$ cat src/rtl/py2r_pkg.sv
package py2r_pkg;

  // Byte order codes
  localparam logic ORDER_YUY2 = 1'b0;
  localparam logic ORDER_UYVY = 1'b1;

  // BT.601 video range coefficients, sized for the 19-bit product/sum path
  localparam int unsigned SumW = 19;

  localparam logic signed [SumW-1:0] K_Y     = 19'sd298;
  localparam logic signed [SumW-1:0] K_CR_R  = 19'sd409;
  localparam logic signed [SumW-1:0] K_CB_G  = 19'sd100;
  localparam logic signed [SumW-1:0] K_CR_G  = 19'sd208;
  localparam logic signed [SumW-1:0] K_CB_B  = 19'sd516;
  localparam logic signed [SumW-1:0] K_ROUND = 19'sd128;

  localparam logic signed [8:0] LUMA_OFS   = 9'sd16;
  localparam logic signed [8:0] CHROMA_OFS = 9'sd128;

  localparam logic [7:0] CHAN_MAX = 8'd255;
  localparam logic [7:0] ALPHA    = 8'd0;

  typedef struct packed {
    logic [31:0] packed_word;
    logic        frame_end_in;
  } in_t;

  typedef struct packed {
    logic [31:0] first_pixel;
    logic [31:0] second_pixel;
    logic        frame_end_out;
  } out_t;

  // Per-stage load strobes from the handshake control
  typedef struct packed {
    logic s1;
    logic s2;
    logic s3;
    logic s4;
  } stage_en_t;

endpackage

$ cat src/rtl/py2r_core.sv
module py2r_core (
  input  logic                 clk_i,
  input  logic                 byte_order_i,
  input  py2r_pkg::stage_en_t  en_i,
  input  py2r_pkg::in_t        in_i,
  output py2r_pkg::out_t       out_o
);

  localparam int unsigned W = py2r_pkg::SumW;

  // Stage 1: unpack and remove offsets
  logic [7:0] y0, y1, cb, cr;
  logic signed [8:0] c0_d, c1_d, d_d, e_d;
  logic signed [8:0] c0_q, c1_q, d_q, e_q;
  logic              fe1_q;

  always_comb begin
    unique case (byte_order_i)
      py2r_pkg::ORDER_UYVY: begin
        cb = in_i.packed_word[7:0];
        y0 = in_i.packed_word[15:8];
        cr = in_i.packed_word[23:16];
        y1 = in_i.packed_word[31:24];
      end
      default: begin
        y0 = in_i.packed_word[7:0];
        cb = in_i.packed_word[15:8];
        y1 = in_i.packed_word[23:16];
        cr = in_i.packed_word[31:24];
      end
    endcase
    c0_d = $signed({1'b0, y0}) - py2r_pkg::LUMA_OFS;
    c1_d = $signed({1'b0, y1}) - py2r_pkg::LUMA_OFS;
    d_d  = $signed({1'b0, cb}) - py2r_pkg::CHROMA_OFS;
    e_d  = $signed({1'b0, cr}) - py2r_pkg::CHROMA_OFS;
  end

  always_ff @(posedge clk_i) begin
    if (en_i.s1) begin
      c0_q  <= c0_d;
      c1_q  <= c1_d;
      d_q   <= d_d;
      e_q   <= e_d;
      fe1_q <= in_i.frame_end_in;
    end
  end

  // Stage 2: constant products; chroma terms shared by both pixels
  logic signed [W-1:0] c0_x, c1_x, d_x, e_x;
  logic signed [W-1:0] py0_q, py1_q, prv_q, pgu_q, pgv_q, pbu_q;
  logic                fe2_q;

  assign c0_x = W'(c0_q);
  assign c1_x = W'(c1_q);
  assign d_x  = W'(d_q);
  assign e_x  = W'(e_q);

  always_ff @(posedge clk_i) begin
    if (en_i.s2) begin
      py0_q <= c0_x * py2r_pkg::K_Y;
      py1_q <= c1_x * py2r_pkg::K_Y;
      prv_q <= e_x * py2r_pkg::K_CR_R;
      pgu_q <= d_x * py2r_pkg::K_CB_G;
      pgv_q <= e_x * py2r_pkg::K_CR_G;
      pbu_q <= d_x * py2r_pkg::K_CB_B;
      fe2_q <= fe1_q;
    end
  end

  // Stage 3: channel sums with rounding
  logic signed [W-1:0] r0_q, g0_q, b0_q, r1_q, g1_q, b1_q;
  logic                fe3_q;

  always_ff @(posedge clk_i) begin
    if (en_i.s3) begin
      r0_q  <= py0_q + prv_q + py2r_pkg::K_ROUND;
      g0_q  <= py0_q - pgu_q - pgv_q + py2r_pkg::K_ROUND;
      b0_q  <= py0_q + pbu_q + py2r_pkg::K_ROUND;
      r1_q  <= py1_q + prv_q + py2r_pkg::K_ROUND;
      g1_q  <= py1_q - pgu_q - pgv_q + py2r_pkg::K_ROUND;
      b1_q  <= py1_q + pbu_q + py2r_pkg::K_ROUND;
      fe3_q <= fe2_q;
    end
  end

  // Stage 4: floor shift by 8 and clip to 0..255
  function automatic logic [7:0] clip8(logic signed [W-1:0] s);
    logic [7:0] v;
    priority if (s[W-1]) begin
      v = 8'd0;
    end else if (|s[W-2:16]) begin
      v = py2r_pkg::CHAN_MAX;
    end else begin
      v = s[15:8];
    end
    return v;
  endfunction

  py2r_pkg::out_t out_d, out_q;

  always_comb begin
    out_d.first_pixel   = {py2r_pkg::ALPHA, clip8(r0_q), clip8(g0_q), clip8(b0_q)};
    out_d.second_pixel  = {py2r_pkg::ALPHA, clip8(r1_q), clip8(g1_q), clip8(b1_q)};
    out_d.frame_end_out = fe3_q;
  end

  always_ff @(posedge clk_i) begin
    if (en_i.s4) begin
      out_q <= out_d;
    end
  end

  assign out_o = out_q;

endmodule

$ cat src/rtl/packed_yuv422_to_rgb32.sv
// Channel  Dir  Handshake             Payload
// in       in   in_valid_i/in_ready_o  py2r_pkg::in_t  (packed word, frame end)
// out      out  out_valid_o/out_ready_i py2r_pkg::out_t (two RGB32 pixels, frame end)
// cfg      in   cfg_we_i               cfg_wdata_i (byte order)
//
// Four register stages: unpack/offset, multiply, sum, clip. A word accepted into stage 1
// moves through each stage to the output register; one word per clock sustained while out_ready_i is high.
// Each stage loads when it is empty or the stage after it moves, so bubbles fill
// in and a stalled output holds the whole pipe without loss.
// Reset clears the valid bits and sets byte order to YUY2.
module packed_yuv422_to_rgb32 (
  input  logic            clk_i,
  input  logic            rst_ni,
  input  logic            in_valid_i,
  output logic            in_ready_o,
  input  py2r_pkg::in_t   in_i,
  output logic            out_valid_o,
  input  logic            out_ready_i,
  output py2r_pkg::out_t  out_o,
  input  logic            cfg_we_i,
  input  logic            cfg_wdata_i
);

  logic byte_order_q;

  always_ff @(posedge clk_i or negedge rst_ni) begin
    if (!rst_ni) begin
      byte_order_q <= py2r_pkg::ORDER_YUY2;
    end else if (cfg_we_i) begin
      byte_order_q <= cfg_wdata_i;
    end
  end

  // Valid chain: v_q[0] is stage 1, v_q[3] is the output register
  logic [3:0] v_q, v_d, rdy;
  py2r_pkg::stage_en_t en;

  always_comb begin
    rdy[3] = !v_q[3] || out_ready_i;
    rdy[2] = !v_q[2] || rdy[3];
    rdy[1] = !v_q[1] || rdy[2];
    rdy[0] = !v_q[0] || rdy[1];

    v_d[0] = rdy[0] ? in_valid_i : v_q[0];
    v_d[1] = rdy[1] ? v_q[0]     : v_q[1];
    v_d[2] = rdy[2] ? v_q[1]     : v_q[2];
    v_d[3] = rdy[3] ? v_q[2]     : v_q[3];

    en.s1 = rdy[0] && in_valid_i;
    en.s2 = rdy[1] && v_q[0];
    en.s3 = rdy[2] && v_q[1];
    en.s4 = rdy[3] && v_q[2];
  end

  always_ff @(posedge clk_i or negedge rst_ni) begin
    if (!rst_ni) begin
      v_q <= '0;
    end else begin
      v_q <= v_d;
    end
  end

  assign in_ready_o  = rdy[0];
  assign out_valid_o = v_q[3];

  py2r_core u_core (
    .clk_i        (clk_i),
    .byte_order_i (byte_order_q),
    .en_i         (en),
    .in_i         (in_i),
    .out_o        (out_o)
  );

endmodule
$ cat config.mk
export PLATFORM = sky130hd
export DESIGN_NAME = packed_yuv422_to_rgb32
export DESIGN_NICKNAME = d
export VERILOG_FILES = /design/src/rtl/py2r_pkg.sv /design/src/rtl/py2r_core.sv /design/src/rtl/packed_yuv422_to_rgb32.sv
export SDC_FILE = /design/constraint.sdc
export NUM_CORES = 1
export LEC_CHECK = 0
export BUFFER_PORTS_ARGS = -buffer_cell sky130_fd_sc_hd__buf_2
export CELL_PAD_IN_SITES_DETAIL_PLACEMENT = 1
export CELL_PAD_IN_SITES_GLOBAL_PLACEMENT = 2
export CORE_MARGIN = 4
export CORE_UTILIZATION = 43
export DETAILED_ROUTE_END_ITERATION = 10
export HOLD_SLACK_MARGIN = 0.12
export MAX_ROUTING_LAYER = met4
export PLACE_DENSITY = 0.8
export SLEW_MARGIN = 10
export SYNTH_ARGS = -nofsm -noshare
export SYNTH_HDL_FRONTEND = slang
export SYNTH_SLANG_ARGS = --single-unit
$ cat constraint.sdc
create_clock -name clk_i -period 6 [get_ports clk_i]
set_input_delay 0.3 -clock clk_i [delete_from_list [all_inputs] [get_ports clk_i]]
set_output_delay 0.3 -clock clk_i [all_outputs]
set_load 0.02 [all_outputs]
==> metrics.md <==
| Metric | Value |
|---|---|
| Maximum clock frequency | 209.3 MHz |
| Commonest cells after routing, fill and taps aside | ha_1 (390), edfxtp_1 (248), inv_1 (239) |
| TritonCTS clock tree | yes |
| Initial Util | 0.4362 |
| Hold Vio Cnt, Final | 0 |
| Grt ovf | 0 |
| Gate count of the mapped netlist | approximately 1700 |
| Clock Latency Late Sink | 0.58 ns |
| Initial antenna violation count | 0 |
| FF+latch area | 7572 sq um |
| Unrepaired setup endpoints after global routing | no |
| DP Cell Count | approximately 2400 |
| Post_cts resized | 0 |
| Clock Pin Slew Worst Setup and Hold Paths | roughly 0.060 ns |
| Remaining DRCs | 0 |
| Seq/Total Area, Yosys | 0.3817 |
| Clock skew | around 0.013 ns |
| Critical path class | reg -> reg |
| Hold_buf cts | between 40 and 50 |
| Tcrit/Tclk final | 0.7963 |
| CP max FO | 8 |
| Root Buffer | clkbuf_16 |
| H-tree levels | 1 |
| First-pass GRT wire length | 75230 um |
| Routed vias | roughly 13000 |
| Setup TNS Final | 0 ns |
| Clock sinks | 253 |
| Max Slew Vio Count | 0 |
| Fill cell count | between 4000 and 5000 |
| Area taken by multi-input logic gates | roughly 11000 sq um |
| WL per Instance | roughly 19 um |
| Chip width | between 200 and 250 um |
| Core box area | about 45000 sq um |
| Cell count of the worst reg-to-reg path | 16 |
| Period minus WS final | 4.778 ns |
| Avg Vias per Cell | between 5 and 6 |
| Total track usage | 0.1954 |
| CTS Buf Count | 31 |
| R2R Path Start | u_core.e_q[7] |
| CP Capture Type | register |
| Routed WL | approximately 47000 um |
| CP peak stage delay | ~0.58 ns |
| Placer congestion estimate | just over 0.9 |
| Area Growth Syn to Fin | 13.19% |
| Flops & latches, synth | roughly 250 |
| Clock Path Buffers | 3 |
| Die Y | 222.8 um |
| Most common cell after layout, fill and taps aside | ha_1 |
| CP Cell Sequence | inv_1 > ha_1 > inv_1 > ha_1 > inv_1 > fa_1 > inv_1 > fa_1 > ha_1 > ha_1 > or2_2 > a21oi_1 > a21oi_1 > a211oi_1 > a21oi_1 > xnor2_1 |
| Max-slew headroom | 0.3859 |
| Ys async rst share | 0.01976 |
| Placement Rows | just under 80 |
| Die area | about 50000 sq um |
| Vias in the first global route | 13930 |
| Synth warn | 0 |
| Initial DRC count | ~410 |
| Post-synth EDFFs | between 200 and 250 |
| Worst-margin pin slew | between 0.9 and 1 ns |
| Pin count of the biggest net entering global routing | 68 |
| Hold path depth | 3 |
| Post-Layout Cell Count | ~2500 |
| Detail Placement HPWL | 37700 um |
| Final setup viols | 0 |
| Drt pass-1 iters | 4 |
| Critical path required time | 6.30 ns |
| Top_reg_cell synth | edfxtp_1 |
| Critical path launch point | u_core.e_q[7] |
| Setup bufs post-CTS | 0 |
| IO Count | ~110 |
| Layout cells sized above 1 | 0.09728 |
| Fin nets | about 2400 |
| IO Port Bufs | ~90 |
| Distinct cells, synth | 70 |
| Hold path startpoint | in_i[23] |
| Status | finished, final reports clean |
| Max_cap viols | 0 |
| Mapped Area | approximately 20000 sq um |
| Slowest CP cell | edfxtp_1 |
| Startpoint types | register |
| Arr. time, crit path | approximately 5.1 ns |
| Mean post-synth cell area | 11.44 sq um |
| Inserted Diodes | 0 |
| Final ANT Viol Nets | 0 |
| Worst min-delay path category | in -> reg |
[metal layers]
metal	wire [um]	track usage	up-vias
met2	22290	0.3298	172
met1	21370	0.2544	6206
li1	-	-	6368
met3	1736	0.02484	64
met5	0	-	-
met4	1173	0.04295	0
[layout make-up]
type	instances	area share
Timing Repair Buffer	142	0.04291
Clock inverter	22	0.01064
Clock buffer	36	0.03538
Multi-Input combinational cell	1220	0.5004
Inverter	239	0.03995
Sequential cell	253	0.3372
Tap cell	600	0.03343
[registers in the layout (all words and copies together), names as in the netlist, 9 cells and up]
| signal | count |
|---|---|
| u_core.prv_q | 19 |
| u_core.c0_q | 9 |
| u_core.b1_q | 11 |
| u_core.pgu_q | 15 |
| u_core.g1_q | 11 |
| u_core.out_o | 49 |
| u_core.c1_q | 9 |
| u_core.g0_q | 11 |
| u_core.pgv_q | 12 |
| u_core.r1_q | 11 |
| u_core.pbu_q | 14 |
| u_core.py0_q | 18 |
| u_core.r0_q | 11 |
| u_core.py1_q | 18 |
| u_core.b0_q | 11 |
[critical path: cells and delay by family (launching register included)]
kind / cells / cell delay, ns
buffers and inverters: 4 / 0.66
adder cells (fa/ha/maj): 6 / 2.04
flip-flops: 1 / 0.58
XOR/XNOR: 1 / 0.16
AND/OR/NAND/NOR: 1 / 0.32
AO/OA/AOI/OAI: 4 / 0.73
[kinds of logic (layout without fill, tap and decap cells)]
logic type,count (synthesis),after routing,synth area share
xor+xnor,136,136,0.06004
simple gates,324,324,0.07808
fa+ha+maj,468,468,0.3247
mux,38,38,0.02069
compound gates,238,238,0.07935
buf+inv,276,439,0.05525
other cells,1,16,0.0001890
flops,253,253,0.3817
[synth_stat cells (3+ instances only)]
| cell type | number | share of area |
|---|---|---|
| a211o_1 | 5 | 0.0022 |
| a211oi_1 | 13 | 0.0049 |
| a21o_1 | 34 | 0.013 |
| a21oi_1 | 84 | 0.021 |
| a221oi_1 | 3 | 0.0013 |
| a31oi_1 | 3 | 0.00095 |
| and2_1 | 6 | 0.0019 |
| and3_1 | 11 | 0.0035 |
| buf_1 | 9 | 0.0017 |
| buf_4 | 16 | 0.0061 |
| clkbuf_1 | 12 | 0.0023 |
| dfrtp_1 | 5 | 0.0063 |
| edfxtp_1 | 248 | 0.38 |
| fa_1 | 78 | 0.079 |
| ha_1 | 390 | 0.25 |
| inv_1 | 239 | 0.045 |
| mux2_2 | 24 | 0.014 |
| mux2i_1 | 14 | 0.0071 |
| nand2_1 | 26 | 0.0049 |
| nand2b_1 | 14 | 0.0044 |
| nand3_1 | 18 | 0.0045 |
| nand4_1 | 6 | 0.0019 |
| nand4b_1 | 3 | 0.0013 |
| nor2_1 | 153 | 0.029 |
| nor2b_1 | 26 | 0.0082 |
| nor3_1 | 29 | 0.0073 |
| nor4_1 | 3 | 0.00095 |
| o211ai_1 | 5 | 0.0019 |
| o21a_1 | 16 | 0.0061 |
| o21ai_0 | 20 | 0.0050 |
| o21ai_1 | 14 | 0.0035 |
| o21bai_1 | 6 | 0.0023 |
| o31a_1 | 4 | 0.0018 |
| o41ai_1 | 3 | 0.0013 |
| or2_2 | 12 | 0.0038 |
| or3_1 | 6 | 0.0019 |
| xnor2_1 | 100 | 0.044 |
| xor2_1 | 36 | 0.016 |
[worst paths after layout]
kind	to	slack, ns
worst max-delay path	u_core.prv_q[18]	1.22
worst min-delay path	u_core.c1_q[6]	0.17
worst max register to register	u_core.prv_q[18]	1.22
worst min register to register	u_core.fe2_q	0.44
max in group asynchronous	v_q[2]	5.18
min in group asynchronous	byte_order_q	0.63
[metrics by stage]
stage	util	worst slack (ns)	cell area, sq um	hold WS (ns)
2_1_floorplan	-	1.736	19890	0.004409
3_3_place_gp	0.4604	1.316	20940	0.1198
3_5_place_dp	0.4604	1.123	20940	0.1221
4_1_cts	0.4937	1.126	22450	0.1403
5_1_grt	0.4937	0.7828	22450	0.1521
6_report	0.4937	1.222	22450	0.1713
Power is left out: the tool's default activity adds up to more than one toggle a clock period on the data nets, which glitch-free logic cannot reach.
